$ cat config.mk
export PLATFORM = sky130hd
export DESIGN_NAME = cosine_similarity_engine
export DESIGN_NICKNAME = d
export VERILOG_FILES = /design/src/rtl/core/cse_pkg.sv /design/src/rtl/core/cse_queue.sv /design/src/rtl/core/cse_front.sv /design/src/rtl/core/cse_back.sv /design/src/rtl/core/cosine_similarity_engine.sv
export VERILOG_INCLUDE_DIRS = /design/src /design/src/rtl/core
export SDC_FILE = /design/constraint.sdc
export NUM_CORES = 2
export LEC_CHECK = 0
export ABC_CLOCK_PERIOD_IN_PS = 28200
export BUFFER_PORTS_ARGS = -buffer_cell sky130_fd_sc_hd__clkbuf_2
export CORE_ASPECT_RATIO = 1.1
export CORE_MARGIN = 3
export CORE_UTILIZATION = 65
export DETAILED_ROUTE_END_ITERATION = 16
export GPL_TIMING_DRIVEN = 0
export PLACE_DENSITY = 0.8
export SYNTH_ARGS = -nofsm -noshare
export SYNTH_HDL_FRONTEND = slang
export SYNTH_SLANG_ARGS = --single-unit
$ cat constraint.sdc
create_clock -name clock -period 28.2 [get_ports clock]
set_clock_uncertainty 0.05 [all_clocks]
set_input_delay 8.46 -clock clock [delete_from_list [all_inputs] [get_ports clock]]
set_output_delay 8.46 -clock clock [all_outputs]
set_load 0.1 [all_outputs]
$ cat src/rtl/core/cosine_similarity_engine_macros.svh
// assertion helpers for the cosine similarity engine
`ifndef COSINE_SIMILARITY_ENGINE_MACROS_SVH
`define COSINE_SIMILARITY_ENGINE_MACROS_SVH

// same-cycle implication, sampled on clock, quiet while reset is high
`define CSE_ASSERT_IMPLIES(label, ante, cons, msg) \
   label: assert property (@(posedge clock) disable iff (reset) (ante) |-> (cons)) \
      else $error(msg);

// next-cycle implication, sampled on clock, quiet while reset is high
`define CSE_ASSERT_NEXT(label, ante, cons, msg) \
   label: assert property (@(posedge clock) disable iff (reset) (ante) |=> (cons)) \
      else $error(msg);

`endif

$ cat src/rtl/core/cse_pkg.sv
package cse_pkg;

   // element and result format
   localparam int ELEM_W = 16;
   localparam int FRAC_W = 15;
   localparam int PROD_W = 32;

   // saturation limits of the q1.15 result
   localparam logic [ELEM_W-1:0] COS_MAX = 16'h7fff;
   localparam logic [ELEM_W-1:0] COS_MIN = 16'h8000;

   // queue between accumulator and solver
   localparam int QUEUE_DEPTH = 2;
   localparam int QPTR_W      = $clog2(QUEUE_DEPTH);
   localparam int QLVL_W      = $clog2(QUEUE_DEPTH + 1);

   // quotient bit counter
   localparam int DIV_CNT_W = $clog2(FRAC_W);

   typedef enum logic [2:0] {
      BK_IDLE,
      BK_ROOT,
      BK_MULT,
      BK_CHECK,
      BK_DIVIDE,
      BK_RESULT
   } back_state_type;

   typedef struct packed {
      logic too_long;
      logic zero_norm;
   } rsp_flags_type;

endpackage

$ cat src/rtl/core/cse_queue.sv
module cse_queue #(
   parameter int WIDTH = 122
) (
   input  logic                      clock,
   input  logic                      reset,
   input  logic                      push,
   input  logic [WIDTH-1:0]          push_data,
   input  logic                      pop,
   output logic [WIDTH-1:0]          pop_data,
   output logic                      empty,
   output logic [cse_pkg::QLVL_W-1:0] level
);
   import cse_pkg::*;

   logic [WIDTH-1:0]  mem_ff [QUEUE_DEPTH];
   logic [QPTR_W-1:0] wr_ptr_ff, wr_ptr_in;
   logic [QPTR_W-1:0] rd_ptr_ff, rd_ptr_in;
   logic [QLVL_W-1:0] level_ff, level_in;

   // pointer and fill level update
   always_comb begin
      wr_ptr_in = push ? wr_ptr_ff + 1'b1 : wr_ptr_ff;
      rd_ptr_in = pop ? rd_ptr_ff + 1'b1 : rd_ptr_ff;
      level_in  = level_ff + QLVL_W'(push) - QLVL_W'(pop);
   end

   always_ff @(posedge clock) begin
      if (reset) begin
         wr_ptr_ff <= '0;
         rd_ptr_ff <= '0;
         level_ff  <= '0;
      end else begin
         wr_ptr_ff <= wr_ptr_in;
         rd_ptr_ff <= rd_ptr_in;
         level_ff  <= level_in;
      end
   end

   // entry storage
   always_ff @(posedge clock) begin
      if (push) begin
         mem_ff[wr_ptr_ff] <= push_data;
      end
   end

   assign pop_data = mem_ff[rd_ptr_ff];
   assign empty    = (level_ff == '0);
   assign level    = level_ff;

endmodule

$ cat src/rtl/core/cse_front.sv
module cse_front #(
   parameter int MAX_LEN = 512,
   parameter int SQ_W    = 40,
   parameter int DOT_W   = 41,
   parameter int CNT_W   = 10
) (
   input  logic                             clock,
   input  logic                             reset,
   input  logic                             req_tvalid,
   output logic                             req_tready,
   input  logic signed [cse_pkg::ELEM_W-1:0] elem_a,
   input  logic signed [cse_pkg::ELEM_W-1:0] elem_b,
   input  logic                             last,
   input  logic [cse_pkg::QLVL_W-1:0]       q_level,
   output logic                             q_push,
   output logic [DOT_W-1:0]                 q_dot,
   output logic [SQ_W-1:0]                  q_sqa,
   output logic [SQ_W-1:0]                  q_sqb,
   output logic                             q_too_long
);
   import cse_pkg::*;

   // product stage
   logic                     p_valid_ff;
   logic                     p_last_ff;
   logic signed [PROD_W-1:0] p_ab_ff;
   logic signed [PROD_W-1:0] p_aa_ff;
   logic signed [PROD_W-1:0] p_bb_ff;

   // running sums
   logic signed [DOT_W-1:0] dot_ff, dot_in;
   logic [SQ_W-1:0]         sqa_ff, sqa_in;
   logic [SQ_W-1:0]         sqb_ff, sqb_in;
   logic [CNT_W-1:0]        cnt_ff, cnt_in;
   logic                    ovf_ff, ovf_in;

   logic                    accept;
   logic                    take;
   logic [QLVL_W:0]         lvl_sum;
   logic signed [DOT_W-1:0] dot_sum;
   logic [SQ_W-1:0]         sqa_sum;
   logic [SQ_W-1:0]         sqb_sum;

   // hold off while a vector end could find the queue full
   assign lvl_sum    = {1'b0, q_level} + (QLVL_W + 1)'(p_valid_ff & p_last_ff);
   assign req_tready = (lvl_sum < (QLVL_W + 1)'(QUEUE_DEPTH));
   assign accept     = req_tvalid & req_tready;

   always_ff @(posedge clock) begin
      if (reset) begin
         p_valid_ff <= 1'b0;
      end else begin
         p_valid_ff <= accept;
      end
   end

   // element products, one pair per transaction
   always_ff @(posedge clock) begin
      if (accept) begin
         p_last_ff <= last;
         p_ab_ff   <= elem_a * elem_b;
         p_aa_ff   <= elem_a * elem_a;
         p_bb_ff   <= elem_b * elem_b;
      end
   end

   // accumulate while under the length limit
   always_comb begin
      take    = p_valid_ff && (cnt_ff < CNT_W'(MAX_LEN));
      dot_sum = take ? dot_ff + DOT_W'(p_ab_ff) : dot_ff;
      sqa_sum = take ? sqa_ff + SQ_W'(p_aa_ff[PROD_W-2:0]) : sqa_ff;
      sqb_sum = take ? sqb_ff + SQ_W'(p_bb_ff[PROD_W-2:0]) : sqb_ff;

      dot_in = dot_ff;
      sqa_in = sqa_ff;
      sqb_in = sqb_ff;
      cnt_in = cnt_ff;
      ovf_in = ovf_ff;
      if (p_valid_ff) begin
         if (p_last_ff) begin
            dot_in = '0;
            sqa_in = '0;
            sqb_in = '0;
            cnt_in = '0;
            ovf_in = 1'b0;
         end else begin
            dot_in = dot_sum;
            sqa_in = sqa_sum;
            sqb_in = sqb_sum;
            cnt_in = take ? cnt_ff + 1'b1 : cnt_ff;
            ovf_in = ovf_ff | ~take;
         end
      end
   end

   always_ff @(posedge clock) begin
      if (reset) begin
         dot_ff <= '0;
         sqa_ff <= '0;
         sqb_ff <= '0;
         cnt_ff <= '0;
         ovf_ff <= 1'b0;
      end else begin
         dot_ff <= dot_in;
         sqa_ff <= sqa_in;
         sqb_ff <= sqb_in;
         cnt_ff <= cnt_in;
         ovf_ff <= ovf_in;
      end
   end

   // finished totals go to the solver
   assign q_push     = p_valid_ff & p_last_ff;
   assign q_dot      = dot_sum;
   assign q_sqa      = sqa_sum;
   assign q_sqb      = sqb_sum;
   assign q_too_long = ovf_ff | ~take;

endmodule

$ cat src/rtl/core/cse_back.sv
module cse_back #(
   parameter int SQ_W  = 40,
   parameter int DOT_W = 41
) (
   input  logic                            clock,
   input  logic                            reset,
   input  logic                            q_valid,
   output logic                            q_pop,
   input  logic [DOT_W-1:0]                q_dot,
   input  logic [SQ_W-1:0]                 q_sqa,
   input  logic [SQ_W-1:0]                 q_sqb,
   input  logic                            q_too_long,
   output logic                            rsp_tvalid,
   input  logic                            rsp_tready,
   output logic [cse_pkg::ELEM_W-1:0]      rsp_cosine,
   output cse_pkg::rsp_flags_type          rsp_flags
);
   import cse_pkg::*;

   localparam int RT_W  = (SQ_W + 1) / 2;
   localparam int XW    = 2 * RT_W;
   localparam int DEN_W = 2 * RT_W;
   localparam logic [XW-1:0] BIT_START = {2'b01, {(XW - 2){1'b0}}};

   // one digit of the square root: returns {remainder, partial root}
   function automatic logic [2*XW-1:0] sqrt_step(
      input logic [XW-1:0] x,
      input logic [XW-1:0] res,
      input logic [XW-1:0] bit_v
   );
      logic [XW-1:0] trial;
      trial = res + bit_v;
      if (x >= trial) begin
         sqrt_step = {x - trial, (res >> 1) + bit_v};
      end else begin
         sqrt_step = {x, res >> 1};
      end
   endfunction

   back_state_type state_ff, state_in;

   logic [XW-1:0]        xa_ff, xa_in, ra_ff, ra_in;
   logic [XW-1:0]        xb_ff, xb_in, rb_ff, rb_in;
   logic [XW-1:0]        bit_ff, bit_in;
   logic [DOT_W-1:0]     mag_ff, mag_in;
   logic                 neg_ff, neg_in;
   logic                 tl_ff, tl_in;
   logic [DEN_W-1:0]     den_ff, den_in;
   logic [DEN_W-1:0]     rem_ff, rem_in;
   logic [FRAC_W-1:0]    quo_ff, quo_in;
   logic [DIV_CNT_W-1:0] dcnt_ff, dcnt_in;
   logic [ELEM_W-1:0]    cos_ff, cos_in;
   logic                 zn_ff, zn_in;

   logic                 rsp_valid_ff, rsp_valid_in;
   logic [ELEM_W-1:0]    rsp_cos_ff;
   rsp_flags_type        rsp_flags_ff;

   logic [2*XW-1:0]      step_a, step_b;
   logic [DEN_W:0]       rem_sh;
   logic                 rem_ge;
   logic [FRAC_W-1:0]    quo_next;
   logic                 den_zero;
   logic                 saturate;
   logic                 out_free;

   always_comb begin
      step_a   = sqrt_step(xa_ff, ra_ff, bit_ff);
      step_b   = sqrt_step(xb_ff, rb_ff, bit_ff);
      rem_sh   = {rem_ff, 1'b0};
      rem_ge   = (rem_sh >= {1'b0, den_ff});
      quo_next = {quo_ff[FRAC_W-2:0], rem_ge};
      den_zero = (den_ff == '0);
      saturate = (DOT_W'(den_ff) <= mag_ff);
      out_free = ~rsp_valid_ff | rsp_tready;
   end

   // next state
   always_comb begin
      state_in = state_ff;
      unique case (state_ff)
         BK_IDLE: begin
            if (q_valid) state_in = BK_ROOT;
         end
         BK_ROOT: begin
            if (bit_ff[0]) state_in = BK_MULT;
         end
         BK_MULT: begin
            state_in = BK_CHECK;
         end
         BK_CHECK: begin
            state_in = (den_zero || saturate) ? BK_RESULT : BK_DIVIDE;
         end
         BK_DIVIDE: begin
            if (dcnt_ff == DIV_CNT_W'(FRAC_W - 1)) state_in = BK_RESULT;
         end
         BK_RESULT: begin
            if (out_free) state_in = BK_IDLE;
         end
         default: begin
            state_in = BK_IDLE;
         end
      endcase
   end

   // datapath and outputs per state
   always_comb begin
      q_pop        = 1'b0;
      xa_in        = xa_ff;
      xb_in        = xb_ff;
      ra_in        = ra_ff;
      rb_in        = rb_ff;
      bit_in       = bit_ff;
      mag_in       = mag_ff;
      neg_in       = neg_ff;
      tl_in        = tl_ff;
      den_in       = den_ff;
      rem_in       = rem_ff;
      quo_in       = quo_ff;
      dcnt_in      = dcnt_ff;
      cos_in       = cos_ff;
      zn_in        = zn_ff;
      rsp_valid_in = rsp_valid_ff & ~rsp_tready;
      unique case (state_ff)
         BK_IDLE: begin
            q_pop  = q_valid;
            xa_in  = XW'(q_sqa);
            xb_in  = XW'(q_sqb);
            ra_in  = '0;
            rb_in  = '0;
            bit_in = BIT_START;
            neg_in = q_dot[DOT_W-1];
            mag_in = q_dot[DOT_W-1] ? (~q_dot + 1'b1) : q_dot;
            tl_in  = q_too_long;
         end
         BK_ROOT: begin
            {xa_in, ra_in} = step_a;
            {xb_in, rb_in} = step_b;
            bit_in         = bit_ff >> 2;
         end
         BK_MULT: begin
            den_in = ra_ff[RT_W-1:0] * rb_ff[RT_W-1:0];
         end
         BK_CHECK: begin
            zn_in   = den_zero;
            rem_in  = mag_ff[DEN_W-1:0];
            quo_in  = '0;
            dcnt_in = '0;
            if (den_zero) begin
               cos_in = '0;
            end else if (saturate) begin
               cos_in = neg_ff ? COS_MIN : COS_MAX;
            end
         end
         BK_DIVIDE: begin
            rem_in  = rem_ge ? DEN_W'(rem_sh - {1'b0, den_ff}) : rem_sh[DEN_W-1:0];
            quo_in  = quo_next;
            dcnt_in = dcnt_ff + 1'b1;
            cos_in  = neg_ff ? (~{1'b0, quo_next} + 1'b1) : {1'b0, quo_next};
         end
         BK_RESULT: begin
            if (out_free) rsp_valid_in = 1'b1;
         end
         default: begin
            q_pop = 1'b0;
         end
      endcase
   end

   always_ff @(posedge clock) begin
      if (reset) begin
         state_ff     <= BK_IDLE;
         rsp_valid_ff <= 1'b0;
      end else begin
         state_ff     <= state_in;
         rsp_valid_ff <= rsp_valid_in;
      end
   end

   always_ff @(posedge clock) begin
      xa_ff   <= xa_in;
      xb_ff   <= xb_in;
      ra_ff   <= ra_in;
      rb_ff   <= rb_in;
      bit_ff  <= bit_in;
      mag_ff  <= mag_in;
      neg_ff  <= neg_in;
      tl_ff   <= tl_in;
      den_ff  <= den_in;
      rem_ff  <= rem_in;
      quo_ff  <= quo_in;
      dcnt_ff <= dcnt_in;
      cos_ff  <= cos_in;
      zn_ff   <= zn_in;
   end

   // result register, loaded as the slot frees
   always_ff @(posedge clock) begin
      if (state_ff == BK_RESULT && out_free) begin
         rsp_cos_ff             <= cos_ff;
         rsp_flags_ff.zero_norm <= zn_ff;
         rsp_flags_ff.too_long  <= tl_ff;
      end
   end

   assign rsp_tvalid = rsp_valid_ff;
   assign rsp_cosine = rsp_cos_ff;
   assign rsp_flags  = rsp_flags_ff;

endmodule

$ cat src/rtl/core/cosine_similarity_engine.sv
// channel  | direction | tdata (low bit first)   | tuser / tlast
// ---------+-----------+-------------------------+---------------------------
// req_     | in        | elem_a[15:0], elem_b    | tlast = last
// rsp_     | out       | cosine[15:0]            | tuser = zero_norm, too_long
//
// element pairs are taken one per cycle while req_tready is high; the accumulator never stalls on its own.
// after the last pair the totals pass the product register into the queue and are popped;
// both roots are then taken digit by digit side by side, followed by a multiply, a check,
// 15 quotient bits and the output register; the quotient bits are skipped when the cosine
// saturates or a norm is zero.
// the solver handles one vector at a time, so the two-entry queue fills and req_tready
// drops when vectors arrive faster than the solver finishes them.
// reset clears the accumulator sums and length counter and empties the queue.
`include "cosine_similarity_engine_macros.svh"

module cosine_similarity_engine #(
   parameter int MAX_LEN = 512
) (
   input  logic        clock,
   input  logic        reset,
   input  logic        req_tvalid,
   output logic        req_tready,
   input  logic [31:0] req_tdata,   // elem_a [15:0], elem_b [31:16]
   input  logic        req_tlast,
   output logic        rsp_tvalid,
   input  logic        rsp_tready,
   output logic [15:0] rsp_tdata,   // cosine [15:0]
   output logic [1:0]  rsp_tuser    // zero_norm [0], too_long [1]
);
   import cse_pkg::*;

   localparam int SQ_W   = 31 + $clog2(MAX_LEN);
   localparam int DOT_W  = SQ_W + 1;
   localparam int CNT_W  = $clog2(MAX_LEN + 1);
   localparam int ITEM_W = DOT_W + 2 * SQ_W + 1;

   logic              q_push;
   logic              q_pop;
   logic              q_empty;
   logic [QLVL_W-1:0] q_level;
   logic [DOT_W-1:0]  f_dot, b_dot;
   logic [SQ_W-1:0]   f_sqa, b_sqa;
   logic [SQ_W-1:0]   f_sqb, b_sqb;
   logic              f_tl, b_tl;
   logic [ITEM_W-1:0] q_out;
   rsp_flags_type     flags;

   // accumulating front
   cse_front #(
      .MAX_LEN (MAX_LEN),
      .SQ_W    (SQ_W),
      .DOT_W   (DOT_W),
      .CNT_W   (CNT_W)
   ) u_front (
      .clock      (clock),
      .reset      (reset),
      .req_tvalid (req_tvalid),
      .req_tready (req_tready),
      .elem_a     (req_tdata[15:0]),
      .elem_b     (req_tdata[31:16]),
      .last       (req_tlast),
      .q_level    (q_level),
      .q_push     (q_push),
      .q_dot      (f_dot),
      .q_sqa      (f_sqa),
      .q_sqb      (f_sqb),
      .q_too_long (f_tl)
   );

   // totals waiting for the solver
   cse_queue #(
      .WIDTH (ITEM_W)
   ) u_queue (
      .clock     (clock),
      .reset     (reset),
      .push      (q_push),
      .push_data ({f_tl, f_sqb, f_sqa, f_dot}),
      .pop       (q_pop),
      .pop_data  (q_out),
      .empty     (q_empty),
      .level     (q_level)
   );

   assign {b_tl, b_sqb, b_sqa, b_dot} = q_out;

   // root, multiply and divide back end
   cse_back #(
      .SQ_W  (SQ_W),
      .DOT_W (DOT_W)
   ) u_back (
      .clock      (clock),
      .reset      (reset),
      .q_valid    (~q_empty),
      .q_pop      (q_pop),
      .q_dot      (b_dot),
      .q_sqa      (b_sqa),
      .q_sqb      (b_sqb),
      .q_too_long (b_tl),
      .rsp_tvalid (rsp_tvalid),
      .rsp_tready (rsp_tready),
      .rsp_cosine (rsp_tdata),
      .rsp_flags  (flags)
   );

   assign rsp_tuser = flags;

   // checks
   `CSE_ASSERT_IMPLIES(a_zero_norm_cos, rsp_tvalid && rsp_tuser[0], rsp_tdata == 16'h0000, "zero norm with non-zero cosine")
   `CSE_ASSERT_IMPLIES(a_queue_room, q_push, q_level < QLVL_W'(QUEUE_DEPTH), "push into a full queue")
   `CSE_ASSERT_NEXT(a_push_lands, q_push, !q_empty, "pushed totals not held in the queue")

endmodule

# Yosys cells after proc, flatten, opt, wreduce, memory -nomap -nowiden

Memories as Yosys holds them, arrays and structs flattened. A register that Yosys moved wholly into a read port is not among the register bits.
Cells that the tools add are included.

Register bits: 612
Bits in latches: 0
Bits in writable memories: 244
ROM bits: 0
Input bits: 37
Output and inout bits: 20
Word-level logic and storage cells: 141
Memories kept: 1

Add/sub/neg operators: 19
Multipliers: 4
Div/mod/pow operators: 0
Magnitude comparators: 6
Equality and inequality tests: 13
Shift operators: 0
Muxes and demuxes: 39
Bitwise logic cells: 12
Reduce and logical (&&, ||, !) cells: 14

Memory list:

| memory         | depth | bits a word | read ports | clocked after memory_dff | write ports | RTL line        | source |
|---|---|---|---|---|---|---|---|
| u_queue.mem_ff | 2     | 122         | 1          | 1                        | 1           | cse_queue.sv:15 | `logic [WIDTH-1:0] mem_ff [QUEUE_DEPTH];` |

Operator list:

| cell                  | count |
|---|---|
| $pmux 40 s2           | 6 |
| $mux 40               | 6 |
| $mux 80               | 2 |
| $sub 40x40->40        | 3 |
| $mux 41               | 2 |
| $add 39x40->40        | 2 |
| $add 40x31->40        | 2 |
| $add 40x40->40        | 2 |
| $ge 40x40->1          | 2 |
| $mux 16               | 4 |
| $mul 16x16->31        | 2 |
| $add 41x1->41 const B | 1 |
| $add 41x32->41        | 1 |
| $ge 41x40->1          | 1 |
| $le 40x41->1          | 1 |
| $not 41->41           | 1 |
| $logic_not 40->1      | 1 |
| $mul 20x20->40        | 1 |
| $mul 16x16->32        | 1 |
| $pmux 16 s2           | 1 |
| $pmux 14 s2           | 1 |
| $mux 10               | 2 |
| $pmux 3 s6            | 1 |
| $add 16x1->16 const B | 1 |
| 29 further kinds      | 60 |

# Longest topological paths before layout

Depth in word-level cells: 5
Depth in mapped cells: 28
Gate-level depth less buffers: 26

# By module

From an unflattened synthesis, not the netlist that was laid out.

Cell total of the unflattened synthesis: 9568
Area total of the unflattened synthesis: 91687.9 um^2

Modules (own cells, without submodules):

| module                   | times used | cells each | area an instance (um^2) | seq. area each (um^2) |
|---|---|---|---|---|
| cse_back                 | 1          | 4530       | 41309.6                 | 10770.3 |
| cse_front                | 1          | 4637       | 41026.8                 | 5455.2 |
| cse_queue                | 1          | 400        | 9347.7                  | 7427.1 |
| cosine_similarity_engine | 1          | 1          | 3.8                     | 0.0 |

# Worst setup path before layout

No wires, ideal clock.

Kind: input -> register
Start point: input port req_tdata[3]
End point: register u_front.p_aa_ff[30], data pin
Setup time: 260 ps
Data arrival time: 14398 ps
Required time: 27890 ps
Path slack: 13492 ps
Stages on the path: 25
Buffers on the path: 2
Cells stage by stage: clkbuf_1 -> clkbuf_1 -> nand2_1 -> fa_1 -> inv_1 -> fa_1 -> inv_1 -> fa_1 -> inv_1 -> fa_1 -> inv_1 -> fa_1 -> inv_1 -> fa_1 -> ha_1 -> or2_2 -> a21oi_1 -> a21oi_1 -> a41o_1 -> o211ai_1 -> a2111oi_0 -> o41ai_1 -> o21bai_1 -> a21oi_1 -> xnor2_1

Longest elaborated chain between the ends: 1

Ends and longest elaborated chain:

| element              | RTL line                       | source |
|---|---|---|
| start, declared      | cosine_similarity_engine.sv:23 | `input logic [31:0] req_tdata,` |
| $mul 16x16->31       | cse_front.sv:62                | `p_aa_ff <= elem_a * elem_a;` |
| end signal, assigned | cse_front.sv:62                |  |
| end, declared        | cse_front.sv:27                | `logic signed [PROD_W-1:0] p_aa_ff;` |

Every way passes these cells.
A chain may end at the register's enable or synchronous reset.

# Worst setup path after layout

Start point: input port req_tdata[11]
End point: register u_front.p_aa_ff[30], data pin

The elaborated chain is that of the path after synthesis.

==> results.txt <==
The flow ran to the end, but the final reports show violations. The final reports fail on capacitance limit, slew limit. The placer congestion estimate came out at 1.01.

The die footprint is 144000 um^2. In this run the remaining antenna-violating nets after routing total 0. The most common cell after layout, fill and taps aside is sky130_fd_sc_hd__inv_1. The average wire per standard cell came out at 23.2 um. Dividing the detail-routed via count by the number of cells gives 6.20.

TritonCTS built the clock tree. The critical path data required time came out at around 29 ns. The count of TritonRoute iterations in the first routing pass came out at 9. The post-place instance area is ~94000 um^2. The total non-filler cell area in the finished layout came out at 96800 um^2. The count of cell types in the netlist is 96.

The initial utilization of the core area, before any placement, comes to 65.6%. The port buffer count is 46. Sequential cells were found to cover 26.0% of the synthesized design area. The clock sink total is 835. The final critical delay including setup and external delays came out at 16.54 ns. The clock input transition at the sequential cells of the worst setup and hold paths came out at 0.06 ns. The H-tree level count is 3. The share of the synthesized area in the top cell type is 23.2%. The clock tree root buffer cell is sky130_fd_sc_hd__clkbuf_16. Entering global routing, the biggest net connects 70 pins. Global routing used 37.4% of the available tracks across all layers.

The first global-routing pass estimated 413000 um of wire. After routing, the total negative slack on setup checks comes to 0 ns. The total standard cell area after synthesis came out at slightly above 90000 um^2. The worst setup path is launched from a primary input. The number of design rule violations left after detail routing is 0.

For the pin with the worst max-slew slack, the measured transition is 1.55 ns. The die span in y is 398 um. Counting flops with a built-in enable in the synthesized netlist gives 693. The latest clock arrival within the worst-skew pair is between 0.7 and 0.8 ns. Global routing finished with a remaining overflow of 0.

The area of the core is roughly 140000 um^2. The post-route netlist has 3.32% of its cells at a drive strength greater than 1. For this run, the post-layout net count is ~12000.

Leaving out filler cells and counting taps, the final layout contains ~12000. The async set or reset register ratio after synthesis came out at 0%. After clock tree synthesis, the flow added hold-fix buffers numbering 0. The most area-hungry cell type in the Yosys netlist is sky130_fd_sc_hd__fa_1.

Yosys printed 0 warnings. The max-capacitance violation count came out at 1. The row count came out at 143. By startpoint and endpoint, the worst setup path is classified as primary input to register. In the layout the commonest cells are sky130_fd_sc_hd__inv_1, sky130_fd_sc_hd__fa_1, sky130_fd_sc_hd__nand2_1. The synthesized netlist net count is about 11000.

The average size of a mapped cell came out at roughly 9.5 um^2. For this run, the leading register cell type out of synthesis is sky130_fd_sc_hd__edfxtp_1. The number of global-route vias before repair came to 73600. The number of hold violations in the final report came out at 0. STA classifies the critical path endpoint as a register.

The number of clock buffers added by TritonCTS is 87. Setup violations remaining at the end of the flow were counted as 0. The maximum count of clock buffers along a single path came out at 3. The post-CTS setup buffer count came out at 0. The arrival time of the worst setup path is between 15 and 20 ns. The peak clock frequency supported by timing is 0.0605 GHz. The number of placed instances with taps included came out at 11400. The half-perimeter wire length of the detailed placement result came out at 214000 um.

The detailed router's first-iteration violation count is between 6000 and 7000. Of all nets on the critical path, the largest fanout is 10. Setup repair after global routing left no endpoint under its margin.

In the post-synthesis netlist, the biggest area contributors are sky130_fd_sc_hd__fa_1, sky130_fd_sc_hd__edfxtp_1, sky130_fd_sc_hd__ha_1. The final core utilization came out at around 70%. The classification of the worst-slack hold path is register to register. Synthesis produced 9543 cells. Measured against its own limit, the worst slew margin works out to -3.71%.

The total number of vias is 71900. During I/O placement, the number of pins put on the boundary was 57. In this run, synthesis produced a sequential element count of 835. The total wirelength of the detailed-routed design came out at 268000 um.

The die outline width came out at 362 um. The max-slew violation count is 11. The post-cts sizing count is 0. The number of antenna violations at the first check in global routing is 10. The relative area change from synthesis to final layout is 6.49%. The share of the clock period used by the worst path came out at around three fifths.
area by class of cell:
cell class              count  area [um^2]
fillers                 10700        41700
diodes                      9         22.5
flip-flops and latches    835        23700
plain buffers             383         1470
well taps                1812         2270
clock inverters            50          634
repair buffers             60          509
multi-input cells        6892        60400
clock buffers             114         2410
inverters                1433         5380
registers in the layout (all words and copies together) (netlist names), 3 cells and up, named ones only:
signal / cells
u_back.dcnt_ff: 4
u_back.bit_ff: 20
u_back.rb_ff: 40
u_back.mag_ff: 41
u_front.p_ab_ff: 32
u_queue.mem_ff: 244
u_back.xb_ff: 40
u_back.rem_ff: 40
u_back.den_ff: 40
u_front.sqa_ff: 40
u_back.quo_ff: 14
u_front.cnt_ff: 10
u_back.cos_ff: 16
u_front.dot_ff: 41
u_front.p_aa_ff: 30
u_front.sqb_ff: 40
u_back.rsp_cosine: 16
u_front.p_bb_ff: 30
u_back.ra_ff: 40
u_back.state_ff: 3
u_back.xa_ff: 40
synthesized netlist by cell type (all sizes together) (26+ instances only):
library cell     n
or3             56
o31ai           44
fa            1052
nor2           579
clkbuf         343
ha             753
a21oi          455
inv           1424
mux2i          143
xnor2          285
nor2b           92
nand3          135
or2             26
a211oi          66
o211ai          35
xor2           250
nor3           109
nor3b           26
edfxtp         693
o21ai          447
o21a            50
and3            61
and2           431
nand2          957
o22ai           42
a21o           189
dfxtp          142
nand2b          74
o21bai          55
a31oi           98
buf             40
nand4           67
metal layers:
| metal | vias up | global-route usage (%) | routed length (um) |
|---|---|---|---|
| met3 | 1077 | 6.87 | 23400 |
| met4 | 6 | 27.4 | 23700 |
| met1 | 35100 | 44.8 | 97600 |
| li1 | 32000 | - | - |
| met5 | - | 0 | 34 |
| met2 | 3651 | 60.7 | 124000 |
cell families after synthesis:
| family | count (synthesis) | share of synthesized area, % |
|---|---|---|
| fa+ha+maj | 1805 | 33.6 |
| mux | 158 | 1.78 |
| flops | 835 | 26.0 |
| xor+xnor | 535 | 5.16 |
| simple gates | 2695 | 14.2 |
| buf+inv | 1816 | 7.54 |
| compound gates | 1699 | 11.8 |
stage by stage:
stage	setup WS [ns]	hold WS, ns
floorplan	13.49	0.350
global route	11.48	0.384
global placement	11.19	0.352
CTS	11.87	0.375
detailed placement	11.14	0.357
finish	11.66	0.372
worst paths after layout:
check / start / to / slack (ns) / cells past startpoint
worst max-delay path: req_tdata[11] / u_front.p_aa_ff[30]$_DFFE_PP_ / 11.66 / 25
worst min-delay path: u_back.cos_ff[9]$_DFFE_PP_ / u_back.rsp_cosine[9]$_DFFE_PP_ / 0.37 / 0
worst max register to register: u_back.ra_ff[9]$_SDFFCE_PN0P_ / u_back.den_ff[37]$_DFFE_PP_ / 19.59 / 25
worst min register to register: u_back.cos_ff[9]$_DFFE_PP_ / u_back.rsp_cosine[9]$_DFFE_PP_ / 0.37 / 0
critical path, cell delays in order:
cell,delay [ns]
sky130_fd_sc_hd__clkbuf_2,0.16
sky130_fd_sc_hd__clkbuf_1,0.73
sky130_fd_sc_hd__clkbuf_1,0.77
sky130_fd_sc_hd__nand2_1,0.29
sky130_fd_sc_hd__fa_1,0.59
sky130_fd_sc_hd__inv_1,0.06
sky130_fd_sc_hd__fa_1,0.52
sky130_fd_sc_hd__inv_1,0.05
sky130_fd_sc_hd__fa_1,0.49
sky130_fd_sc_hd__inv_1,0.06
sky130_fd_sc_hd__fa_1,0.53
sky130_fd_sc_hd__inv_1,0.05
sky130_fd_sc_hd__fa_1,0.47
sky130_fd_sc_hd__inv_1,0.05
sky130_fd_sc_hd__fa_1,0.43
sky130_fd_sc_hd__ha_1,0.42
sky130_fd_sc_hd__and4_1,0.31
sky130_fd_sc_hd__nand4_1,0.13
sky130_fd_sc_hd__nor3_1,0.33
sky130_fd_sc_hd__o211ai_1,0.24
sky130_fd_sc_hd__a2111oi_0,0.61
sky130_fd_sc_hd__o41ai_1,0.22
sky130_fd_sc_hd__o21bai_1,0.16
sky130_fd_sc_hd__a21oi_1,0.09
sky130_fd_sc_hd__xnor2_1,0.65
Power is left out: the tool's default activity adds up to more than one toggle a clock period on the data nets, which glitch-free logic cannot reach.
